$ cat src/edt_pkg.sv
// types, constants and helper functions shared by the tokenizer modules
// no dependencies
`default_nettype none

package edt_pkg;

   localparam logic [7:0] CHAR_BACKSLASH = 8'h5c;
   localparam logic [7:0] CHAR_QUOTE     = 8'h22;
   localparam logic [7:0] CHAR_OPEN      = 8'h5b;
   localparam logic [7:0] CHAR_CLOSE     = 8'h5d;
   localparam logic [7:0] CHAR_ZERO      = 8'h30;
   localparam logic [7:0] CHAR_X         = 8'h78;
   localparam logic [7:0] CODE_LF        = 8'h0a;
   localparam logic [7:0] CODE_TAB       = 8'h09;
   localparam logic [7:0] CODE_VT        = 8'h0b;
   localparam logic [7:0] CODE_BS        = 8'h08;
   localparam logic [7:0] CODE_CR        = 8'h0d;
   localparam logic [7:0] CODE_FF        = 8'h0c;
   localparam logic [7:0] CODE_BEL       = 8'h07;
   localparam logic [7:0] CHAR_N         = 8'h6e;
   localparam logic [7:0] CHAR_T         = 8'h74;
   localparam logic [7:0] CHAR_V         = 8'h76;
   localparam logic [7:0] CHAR_B         = 8'h62;
   localparam logic [7:0] CHAR_R         = 8'h72;
   localparam logic [7:0] CHAR_F         = 8'h66;
   localparam logic [7:0] CHAR_A         = 8'h61;

   // output beats of one hex form: [ 0 x h h ]
   localparam int HEX_BEATS = 6;
   localparam logic [2:0] STEP_OPEN  = 3'd0;
   localparam logic [2:0] STEP_ZERO  = 3'd1;
   localparam logic [2:0] STEP_X     = 3'd2;
   localparam logic [2:0] STEP_HIGH  = 3'd3;
   localparam logic [2:0] STEP_LOW   = 3'd4;
   localparam logic [2:0] STEP_CLOSE = 3'd5;

   localparam int MAP_REGS = 4;
   localparam int MAP_BITS = 64;

   typedef struct packed {
      logic [7:0] in_byte;
      logic       in_last;
   } req_type;

   typedef struct packed {
      logic [7:0] out_byte;
      logic       token_last;
   } rsp_type;

   // one or two token bytes from one input beat; the second always ends a token
   typedef struct packed {
      logic [7:0] byte0;
      logic       last0;
      logic       has1;
      logic [7:0] byte1;
   } tok_entry_type;

   function automatic logic needs_hex(input logic [7:0] c);
      needs_hex = (c == CODE_LF) || (c == CODE_TAB) || (c == CODE_VT) ||
                  (c == CODE_BS) || (c == CODE_CR) || (c == CODE_FF) ||
                  (c == CODE_BEL) || (c == CHAR_BACKSLASH) || (c == CHAR_QUOTE);
   endfunction

   function automatic logic [7:0] decode_escape(input logic [7:0] c);
      case (c)
         CHAR_N:  decode_escape = CODE_LF;
         CHAR_T:  decode_escape = CODE_TAB;
         CHAR_V:  decode_escape = CODE_VT;
         CHAR_B:  decode_escape = CODE_BS;
         CHAR_R:  decode_escape = CODE_CR;
         CHAR_F:  decode_escape = CODE_FF;
         CHAR_A:  decode_escape = CODE_BEL;
         default: decode_escape = c;
      endcase
   endfunction

   function automatic logic [7:0] hex_char(input logic [3:0] nib);
      if (nib < 4'd10) begin
         hex_char = 8'h30 + {4'd0, nib};
      end else begin
         hex_char = 8'h57 + {4'd0, nib};
      end
   endfunction

endpackage

`default_nettype wire

$ cat src/escaped_delimiter_tokenizer.sv
// top level of the escaped delimiter tokenizer: register file and module wiring
// depends on edt_pkg, edt_front, edt_fifo, edt_back
`default_nettype none

// Takes one raw byte per beat on req_ (in_last marks the end of a string) and
// returns token bytes on rsp_, with token_last on the final beat of each token.
// The front decodes escapes, looks up the 256-bit delimiter map combinationally
// and accepts a byte every cycle while the token queue (QUEUE_DEPTH entries) has
// room. The back sends one beat per cycle: a plain token byte is one beat, a
// control code, backslash or quote is six beats ("[0xhh]"), so throughput is
// one input byte per cycle until hex forms or rsp_ready stalls fill the queue.
// The four 64-bit map registers sit at byte addresses 0, 8, 16 and 24, reset to
// zero; users write only while the block is idle, unenforced. No clearing pass.
module escaped_delimiter_tokenizer #(
   parameter int QUEUE_DEPTH = 4
) (
   input  wire logic             clock,
   input  wire logic             reset,
   input  wire logic             req_valid,
   output logic                  req_ready,
   input  wire edt_pkg::req_type req_data,
   output logic                  rsp_valid,
   input  wire logic             rsp_ready,
   output edt_pkg::rsp_type      rsp_data,
   input  wire logic             psel,
   input  wire logic             penable,
   input  wire logic             pwrite,
   input  wire logic [4:0]       paddr,
   input  wire logic [63:0]      pwdata,
   output logic [63:0]           prdata,
   output logic                  pready
);
   import edt_pkg::*;

   logic [MAP_BITS-1:0] delim_map_ff [MAP_REGS];
   logic [MAP_BITS-1:0] delim_map_in;
   logic                csr_write;
   logic [1:0]          csr_index;
   logic [255:0]        delim_flat;

   logic          q_push, q_pop, q_full, q_not_empty;
   tok_entry_type q_entry, q_head;

   assign pready       = 1'b1;
   assign csr_index    = paddr[4:3];
   assign csr_write    = psel && penable && pwrite && pready;
   assign delim_map_in = pwdata;
   assign prdata       = delim_map_ff[csr_index];
   assign delim_flat   = {delim_map_ff[3], delim_map_ff[2], delim_map_ff[1], delim_map_ff[0]};

   always_ff @(posedge clock) begin
      if (reset) begin
         for (int i = 0; i < MAP_REGS; i++) begin
            delim_map_ff[i] <= '0;
         end
      end else if (csr_write) begin
         delim_map_ff[csr_index] <= delim_map_in;
      end
   end

   edt_front u_front (
      .clock     (clock),
      .reset     (reset),
      .req_valid (req_valid),
      .req_ready (req_ready),
      .req_data  (req_data),
      .delim_map (delim_flat),
      .q_full    (q_full),
      .q_push    (q_push),
      .q_entry   (q_entry)
   );

   edt_fifo #(
      .DEPTH (QUEUE_DEPTH)
   ) u_fifo (
      .clock      (clock),
      .reset      (reset),
      .push       (q_push),
      .push_entry (q_entry),
      .full       (q_full),
      .pop        (q_pop),
      .not_empty  (q_not_empty),
      .head       (q_head)
   );

   edt_back u_back (
      .clock       (clock),
      .reset       (reset),
      .q_not_empty (q_not_empty),
      .q_head      (q_head),
      .q_pop       (q_pop),
      .rsp_valid   (rsp_valid),
      .rsp_ready   (rsp_ready),
      .rsp_data    (rsp_data)
   );

endmodule

`default_nettype wire

$ cat src/edt_front.sv
// front end: escape decoding, delimiter lookup and the held token byte
// depends on edt_pkg
`default_nettype none

module edt_front (
   input  wire logic                   clock,
   input  wire logic                   reset,
   input  wire logic                   req_valid,
   output logic                        req_ready,
   input  wire edt_pkg::req_type       req_data,
   input  wire logic [255:0]           delim_map,
   input  wire logic                   q_full,
   output logic                        q_push,
   output edt_pkg::tok_entry_type      q_entry
);
   import edt_pkg::*;

   logic       escape_pending_ff, escape_pending_in;
   logic       held_valid_ff, held_valid_in;
   logic [7:0] held_byte_ff, held_byte_in;

   logic       accept;
   logic       have;
   logic [7:0] c;
   logic       is_delim;
   logic       first_valid, first_last;
   logic       mid_valid;
   logic [7:0] mid_byte;
   logic       end_valid;

   assign req_ready = !q_full;
   assign accept    = req_valid && req_ready;

   always_comb begin
      have = 1'b0;
      c    = req_data.in_byte;
      escape_pending_in = 1'b0;
      if (escape_pending_ff) begin
         have = 1'b1;
         c    = decode_escape(req_data.in_byte);
      end else if (req_data.in_byte == CHAR_BACKSLASH) begin
         escape_pending_in = !req_data.in_last;
      end else begin
         have = 1'b1;
      end
      is_delim = delim_map[c];

      first_valid = 1'b0;
      first_last  = 1'b0;
      mid_valid   = held_valid_ff;
      mid_byte    = held_byte_ff;
      if (have) begin
         if (is_delim) begin
            first_valid = held_valid_ff;
            first_last  = 1'b1;
            mid_valid   = 1'b0;
         end else begin
            first_valid = held_valid_ff;
            first_last  = 1'b0;
            mid_valid   = 1'b1;
            mid_byte    = c;
         end
      end
      end_valid = req_data.in_last && mid_valid;

      if (req_data.in_last) begin
         escape_pending_in = 1'b0;
      end
      held_valid_in = mid_valid && !req_data.in_last;
      held_byte_in  = mid_byte;

      if (first_valid) begin
         q_entry.byte0 = held_byte_ff;
         q_entry.last0 = first_last;
         q_entry.has1  = end_valid;
      end else begin
         q_entry.byte0 = mid_byte;
         q_entry.last0 = 1'b1;
         q_entry.has1  = 1'b0;
      end
      q_entry.byte1 = mid_byte;
      q_push = accept && (first_valid || end_valid);
   end

   always_ff @(posedge clock) begin
      if (reset) begin
         escape_pending_ff <= 1'b0;
         held_valid_ff     <= 1'b0;
      end else if (accept) begin
         escape_pending_ff <= escape_pending_in;
         held_valid_ff     <= held_valid_in;
      end
   end

   always_ff @(posedge clock) begin
      if (accept) begin
         held_byte_ff <= held_byte_in;
      end
   end

endmodule

`default_nettype wire

$ cat src/edt_fifo.sv
// short queue of token entries between front and back
// depends on edt_pkg
`default_nettype none

module edt_fifo #(
   parameter int DEPTH = 4
) (
   input  wire logic                   clock,
   input  wire logic                   reset,
   input  wire logic                   push,
   input  wire edt_pkg::tok_entry_type push_entry,
   output logic                        full,
   input  wire logic                   pop,
   output logic                        not_empty,
   output edt_pkg::tok_entry_type      head
);
   import edt_pkg::*;

   localparam int AW = (DEPTH > 1) ? $clog2(DEPTH) : 1;
   localparam int CW = $clog2(DEPTH + 1);

   tok_entry_type store_ff [DEPTH];
   logic [AW-1:0] wr_ptr_ff, wr_ptr_in;
   logic [AW-1:0] rd_ptr_ff, rd_ptr_in;
   logic [CW-1:0] count_ff, count_in;

   assign full      = (count_ff == CW'(DEPTH));
   assign not_empty = (count_ff != '0);
   assign head      = store_ff[rd_ptr_ff];

   always_comb begin
      wr_ptr_in = wr_ptr_ff;
      rd_ptr_in = rd_ptr_ff;
      count_in  = count_ff;
      if (push) begin
         wr_ptr_in = (wr_ptr_ff == AW'(DEPTH - 1)) ? '0 : wr_ptr_ff + 1'b1;
      end
      if (pop) begin
         rd_ptr_in = (rd_ptr_ff == AW'(DEPTH - 1)) ? '0 : rd_ptr_ff + 1'b1;
      end
      if (push && !pop) begin
         count_in = count_ff + 1'b1;
      end else if (pop && !push) begin
         count_in = count_ff - 1'b1;
      end
   end

   always_ff @(posedge clock) begin
      if (reset) begin
         wr_ptr_ff <= '0;
         rd_ptr_ff <= '0;
         count_ff  <= '0;
      end else begin
         wr_ptr_ff <= wr_ptr_in;
         rd_ptr_ff <= rd_ptr_in;
         count_ff  <= count_in;
      end
   end

   always_ff @(posedge clock) begin
      if (push) begin
         store_ff[wr_ptr_ff] <= push_entry;
      end
   end

`ifndef SYNTHESIS
   a_no_overflow: assert property (@(posedge clock) disable iff (reset)
      !(push && full && !pop))
      else $error("queue written while full");
   a_no_underflow: assert property (@(posedge clock) disable iff (reset)
      !(pop && !not_empty))
      else $error("queue read while empty");
   a_count_bound: assert property (@(posedge clock) disable iff (reset)
      count_ff <= CW'(DEPTH))
      else $error("queue count beyond depth");
`endif

endmodule

`default_nettype wire

$ cat src/edt_back.sv
// back end: expands queued token bytes into output beats, with hex forms
// depends on edt_pkg
`default_nettype none

module edt_back (
   input  wire logic                   clock,
   input  wire logic                   reset,
   input  wire logic                   q_not_empty,
   input  wire edt_pkg::tok_entry_type q_head,
   output logic                        q_pop,
   output logic                        rsp_valid,
   input  wire logic                   rsp_ready,
   output edt_pkg::rsp_type            rsp_data
);
   import edt_pkg::*;

   logic          work_valid_ff, work_valid_in;
   tok_entry_type work_ff, work_in;
   logic          sel_ff, sel_in;
   logic [2:0]    step_ff, step_in;
   logic          rsp_valid_ff, rsp_valid_in;
   rsp_type       rsp_data_ff, rsp_data_in;

   logic       out_load;
   logic       fire;
   logic       byte_done;
   logic       work_done;
   logic [7:0] cur_byte;
   logic       cur_last;
   logic       cur_hex;
   rsp_type    beat;

   always_comb begin
      cur_byte = sel_ff ? work_ff.byte1 : work_ff.byte0;
      cur_last = sel_ff ? 1'b1 : work_ff.last0;
      cur_hex  = needs_hex(cur_byte);

      beat.token_last = cur_last;
      beat.out_byte   = cur_byte;
      if (cur_hex) begin
         beat.token_last = cur_last && (step_ff == STEP_CLOSE);
         case (step_ff)
            STEP_OPEN:  beat.out_byte = CHAR_OPEN;
            STEP_ZERO:  beat.out_byte = CHAR_ZERO;
            STEP_X:     beat.out_byte = CHAR_X;
            STEP_HIGH:  beat.out_byte = hex_char(cur_byte[7:4]);
            STEP_LOW:   beat.out_byte = hex_char(cur_byte[3:0]);
            default:    beat.out_byte = CHAR_CLOSE;
         endcase
      end

      out_load  = !rsp_valid_ff || rsp_ready;
      fire      = work_valid_ff && out_load;
      byte_done = fire && (!cur_hex || step_ff == STEP_CLOSE);
      work_done = byte_done && (sel_ff || !work_ff.has1);
      q_pop     = q_not_empty && (!work_valid_ff || work_done);

      work_valid_in = work_valid_ff;
      work_in       = work_ff;
      sel_in        = sel_ff;
      step_in       = step_ff;
      if (q_pop) begin
         work_valid_in = 1'b1;
         work_in       = q_head;
         sel_in        = 1'b0;
         step_in       = STEP_OPEN;
      end else if (work_done) begin
         work_valid_in = 1'b0;
      end else if (byte_done) begin
         sel_in  = 1'b1;
         step_in = STEP_OPEN;
      end else if (fire) begin
         step_in = step_ff + 1'b1;
      end

      rsp_valid_in = rsp_valid_ff;
      rsp_data_in  = rsp_data_ff;
      if (out_load) begin
         rsp_valid_in = work_valid_ff;
         rsp_data_in  = beat;
      end
   end

   always_ff @(posedge clock) begin
      if (reset) begin
         work_valid_ff <= 1'b0;
         sel_ff        <= 1'b0;
         step_ff       <= STEP_OPEN;
         rsp_valid_ff  <= 1'b0;
      end else begin
         work_valid_ff <= work_valid_in;
         sel_ff        <= sel_in;
         step_ff       <= step_in;
         rsp_valid_ff  <= rsp_valid_in;
      end
   end

   always_ff @(posedge clock) begin
      work_ff     <= work_in;
      rsp_data_ff <= rsp_data_in;
   end

   assign rsp_valid = rsp_valid_ff;
   assign rsp_data  = rsp_data_ff;

`ifndef SYNTHESIS
   a_step_range: assert property (@(posedge clock) disable iff (reset)
      step_ff <= STEP_CLOSE)
      else $error("hex step out of range");
   a_sel_needs_second: assert property (@(posedge clock) disable iff (reset)
      (work_valid_ff && sel_ff) |-> work_ff.has1)
      else $error("second byte selected but absent");
   a_plain_single_step: assert property (@(posedge clock) disable iff (reset)
      (work_valid_ff && !cur_hex) |-> (step_ff == STEP_OPEN))
      else $error("plain byte advanced past first step");
`endif

endmodule

`default_nettype wire
$ cat config.mk
export PLATFORM = sky130hd
export DESIGN_NAME = escaped_delimiter_tokenizer
export DESIGN_NICKNAME = d
export VERILOG_FILES = /design/src/edt_pkg.sv /design/src/escaped_delimiter_tokenizer.sv /design/src/edt_front.sv /design/src/edt_fifo.sv /design/src/edt_back.sv
export SDC_FILE = /design/constraint.sdc
export NUM_CORES = 1
export LEC_CHECK = 0
export BUFFER_PORTS_ARGS = -buffer_cell sky130_fd_sc_hd__buf_2
export CORE_ASPECT_RATIO = 0.5
export CORE_MARGIN = 2
export CORE_UTILIZATION = 60
export DETAILED_ROUTE_END_ITERATION = 7
export PLACE_DENSITY = 0.77
export SYNTH_ARGS = -nofsm -noshare
export SYNTH_HDL_FRONTEND = slang
export SYNTH_SLANG_ARGS = --single-unit
$ cat constraint.sdc
create_clock -name clock -period 5.7 [get_ports clock]
set_clock_uncertainty 0.05 [all_clocks]
set_input_delay 0.285 -clock clock [delete_from_list [all_inputs] [get_ports clock]]
set_output_delay 0.285 -clock clock [all_outputs]
set_load 0.1 [all_outputs]
==> impl_metrics.ini <==
[floorplan]
num_rows = 46
fp.dieW_um = 257.5
die-area_sq_mm = 0.03368
core_area_sq_mm = 0.03166
die_y_um = 130.8
ioPinCount = 161
start_util_pct = 60.92

[layout]
multiInputGateArea_sq_mm = 0.007580
final_common_cell = edfxtp_1
utilization_pct = 68.23
final_nets = 1725
register_area_sq_mm = 0.01120
drive_above_1_share_pct = 23.21
syn_to_final_growth_pct = 12.00
num-fill-cells = 2266
final_cell_mix = edfxtp_1 (363), and2_1 (265), nand2_1 (185)

[power]
seqPwrFrac_pct = 45.6
irDropWorstVdd_v = 0.0001792
power_frac_comb_pct = 25.2
power.switching_w = 0.002593
clkPwrFrac_pct = 29.2
p_leak_nw = 7.909
swShare_pct = 33.16
intPower_w = 0.005226
power.density_mw_per_mm2 = 362.0

[sta]
max_freq_mhz = 191.7
period_share_pct = 91.51
finalSetupViolCount = 0
rsz0062_at_grt = false
setup_ws_ps = 484.0
whs_ps = 11.17
tightestPinTransition_ps = 1231
finalMaxSlewViolations = 0
period_needed_ps = 5216
fin_setup_tns_ps = 0
relSlewSlack_pct = 17.55
hold_violations = 0

[synth]
syn_nets = 1607
ys_async_sr_fraction_pct = 0
synth_edf_count = 363
synth_warnings = 0
mappedNetlistArea_sq_mm = 0.01928
ys.flop_type = edfxtp_1
avgSynthCellArea_sq_um = 12.83
ys_seq_elements = 378
yosysSeqAreaShare_pct = 58.08
synthCells = 1503
synth_cell_types = 82

[drt]
routed_wl_mm = 51.33
first_pass_iters = 5
vias = 13510
drc_errors = 0
initialDrtViolationCount = 1775
ant_nets = 0
viasPerCell = 6.487
wl_per_cell_um = 24.65

[clocking]
clk_pin_slew_ps = 70
htreeDepth = 2
worstSkewPairLatency_ps = 540
cts_buffer_depth = 3
clockRootBuffer = clkbuf_16
cts_tree = done
cts.sinks = 378
cts_inserted_buffers = 35
post_cts_buffers = 0

[critical_path]
crit_path_start_kind = register
endpoint_kind = register
cp_num_buf_inv = 2
worst_path_max_delay_cell = o21a_1
worstPathRequired_ps = 6100
arrival_ps = 5620
worstPathCellList = nand4b_4 -> o31ai_4 -> o21a_1 -> nand2_1 -> a311oi_1 -> a2111oi_0 -> buf_4 -> a222oi_1 -> o211ai_2 -> o21ai_4 -> o2bb2ai_2 -> ha_1 -> inv_1 -> fa_1 -> xor2_1 -> or3_1 -> a21oi_1
crit_family = compound AO/OA/AOI/OAI gates
rr_worst_depth = 17
slowest_delay_ps = 710
critPathKind = register to register
path_max_fanout = 17
cp.depth = 17

[hold_path]
min_path_cells = 2
hold_path_class = input pin to register

[placement]
port_buffers = 156
place_ws_ps = 647.4
gp_congestion = 0.9737
hpwl_mm = 32.76

[global_route]
antenna_found_initial = 4
grt_use_total_pct = 30.58
first_global_vias = 13530
grt_max_degree = 68
grt_pass1_wl_mm = 77.67
overflow = 0

[flow_run]
max_cap_violations = 0

[status]
status = completed
-- power by group through the flow --
stage / logic (W) / clock network (W) / registers (W)
final: 0.00197 / 0.00228 / 0.00356
after global routing: 0.00209 / 0.00240 / 0.00359
after CTS: 0.00197 / 0.00230 / 0.00356
after detailed placement: 0.00196 / 0 / 0.00362
after global placement: 0.00191 / 0 / 0.00360
after floorplan: 0.00130 / 0 / 0.00381
-- stage by stage --
| stage | instance area, sq um | total power [W] | std cells |
|---|---|---|---|
| 4_1_cts | 21590 | 0.007829 | 2078 |
| 3_5_place_dp | 20490 | 0.005577 | 2014 |
| 2_1_floorplan | 19280 | 0.005110 | 1503 |
| 6_report | 21600 | 0.007819 | 2082 |
| 3_3_place_gp | 20490 | 0.005512 | 2014 |
| 5_1_grt | 21600 | 0.008083 | 2082 |
-- synthesized netlist by cell type, types with 4 or more instances --
| cell type | instances | area share [%] |
|---|---|---|
| or2_2 | 5 | 0.16 |
| mux2i_1 | 29 | 1.5 |
| nand2_1 | 185 | 3.6 |
| a31oi_1 | 12 | 0.39 |
| buf_2 | 30 | 0.78 |
| nor3_1 | 14 | 0.36 |
| mux4_2 | 88 | 10 |
| a21oi_1 | 32 | 0.83 |
| and3_1 | 7 | 0.23 |
| nand3_1 | 98 | 2.5 |
| and2_1 | 265 | 8.6 |
| dfxtp_1 | 15 | 1.6 |
| nor2_1 | 42 | 0.82 |
| edfxtp_1 | 363 | 57 |
| a211oi_1 | 9 | 0.35 |
| nand2b_1 | 6 | 0.19 |
| o211ai_1 | 4 | 0.16 |
| a32oi_1 | 6 | 0.27 |
| clkbuf_1 | 66 | 1.3 |
| inv_1 | 25 | 0.49 |
| a311oi_1 | 8 | 0.36 |
| mux2_1 | 4 | 0.23 |
| ha_1 | 18 | 1.2 |
| o31ai_1 | 4 | 0.16 |
| mux2_2 | 19 | 1.1 |
| a22oi_1 | 6 | 0.23 |
| nand4_1 | 13 | 0.42 |
| buf_1 | 12 | 0.23 |
| mux2_4 | 7 | 0.54 |
| o21ai_0 | 32 | 0.83 |
-- logic make-up after synthesis --
logic type	Yosys count	synth area share (%)
compound gates	159	5.852
xor+xnor	2	0.09085
fa+ha+maj	19	1.272
buf+inv	137	2.920
flops	378	58.08
mux	147	13.67
other cells	1	0.01945
simple gates	660	18.10
-- flip-flops by register name, summed over array words and instances (netlist names) --
register / count
u_back.rsp_data: 9
u_back.sel_ff: 1
u_front.escape_pending_ff: 1
u_back.rsp_valid: 1
u_front.held_valid_ff: 1
u_fifo.rd_ptr_ff: 2
delim_map_ff: 256
u_fifo.store_ff: 72
u_fifo.wr_ptr_ff: 2
u_fifo.count_ff: 3
u_back.work_ff: 18
u_front.held_byte_ff: 8
u_back.step_ff: 3
u_back.work_valid_ff: 1
-- layout make-up --
type | count | area share [%]
Tap cell | 432 | 2.503
Sequential cell | 378 | 51.86
Timing Repair Buffer | 192 | 5.075
Clock buffer | 44 | 4.258
Antenna cell | 4 | 0.04634
Multi-Input combinational cell | 988 | 35.09
Inverter | 26 | 0.4519
Clock inverter | 18 | 0.7126
-- layer usage --
metal | wire length [um] | global-route usage (%)
met1 | 20170 | 41.45
met2 | 24750 | 50.77
met3 | 5045 | 5.710
met4 | 1357 | 10.54
met5 | 0 | 0
-- repair_timing --
item / CTS / global route
hold buffers: 2 / 0
endpoints found under the hold margin: 3 / 0
gates resized for setup: 0 / 0
-- final timing paths --
path	endpoint	slack, ps	start
min reg2reg	u_back.rsp_valid$_SDFFE_PP0N_	450	u_back.work_valid_ff$_SDFFE_PP0P_
max reg2reg	u_fifo.count_ff[2]$_SDFFE_PP0P_	480	u_front.escape_pending_ff$_SDFFE_PP0P_
min	delim_map_ff[2][1]$_SDFFCE_PN0P_	10	pwdata[1]
max	u_fifo.count_ff[2]$_SDFFE_PP0P_	480	u_front.escape_pending_ff$_SDFFE_PP0P_
(Power assumes the default switching activity.)
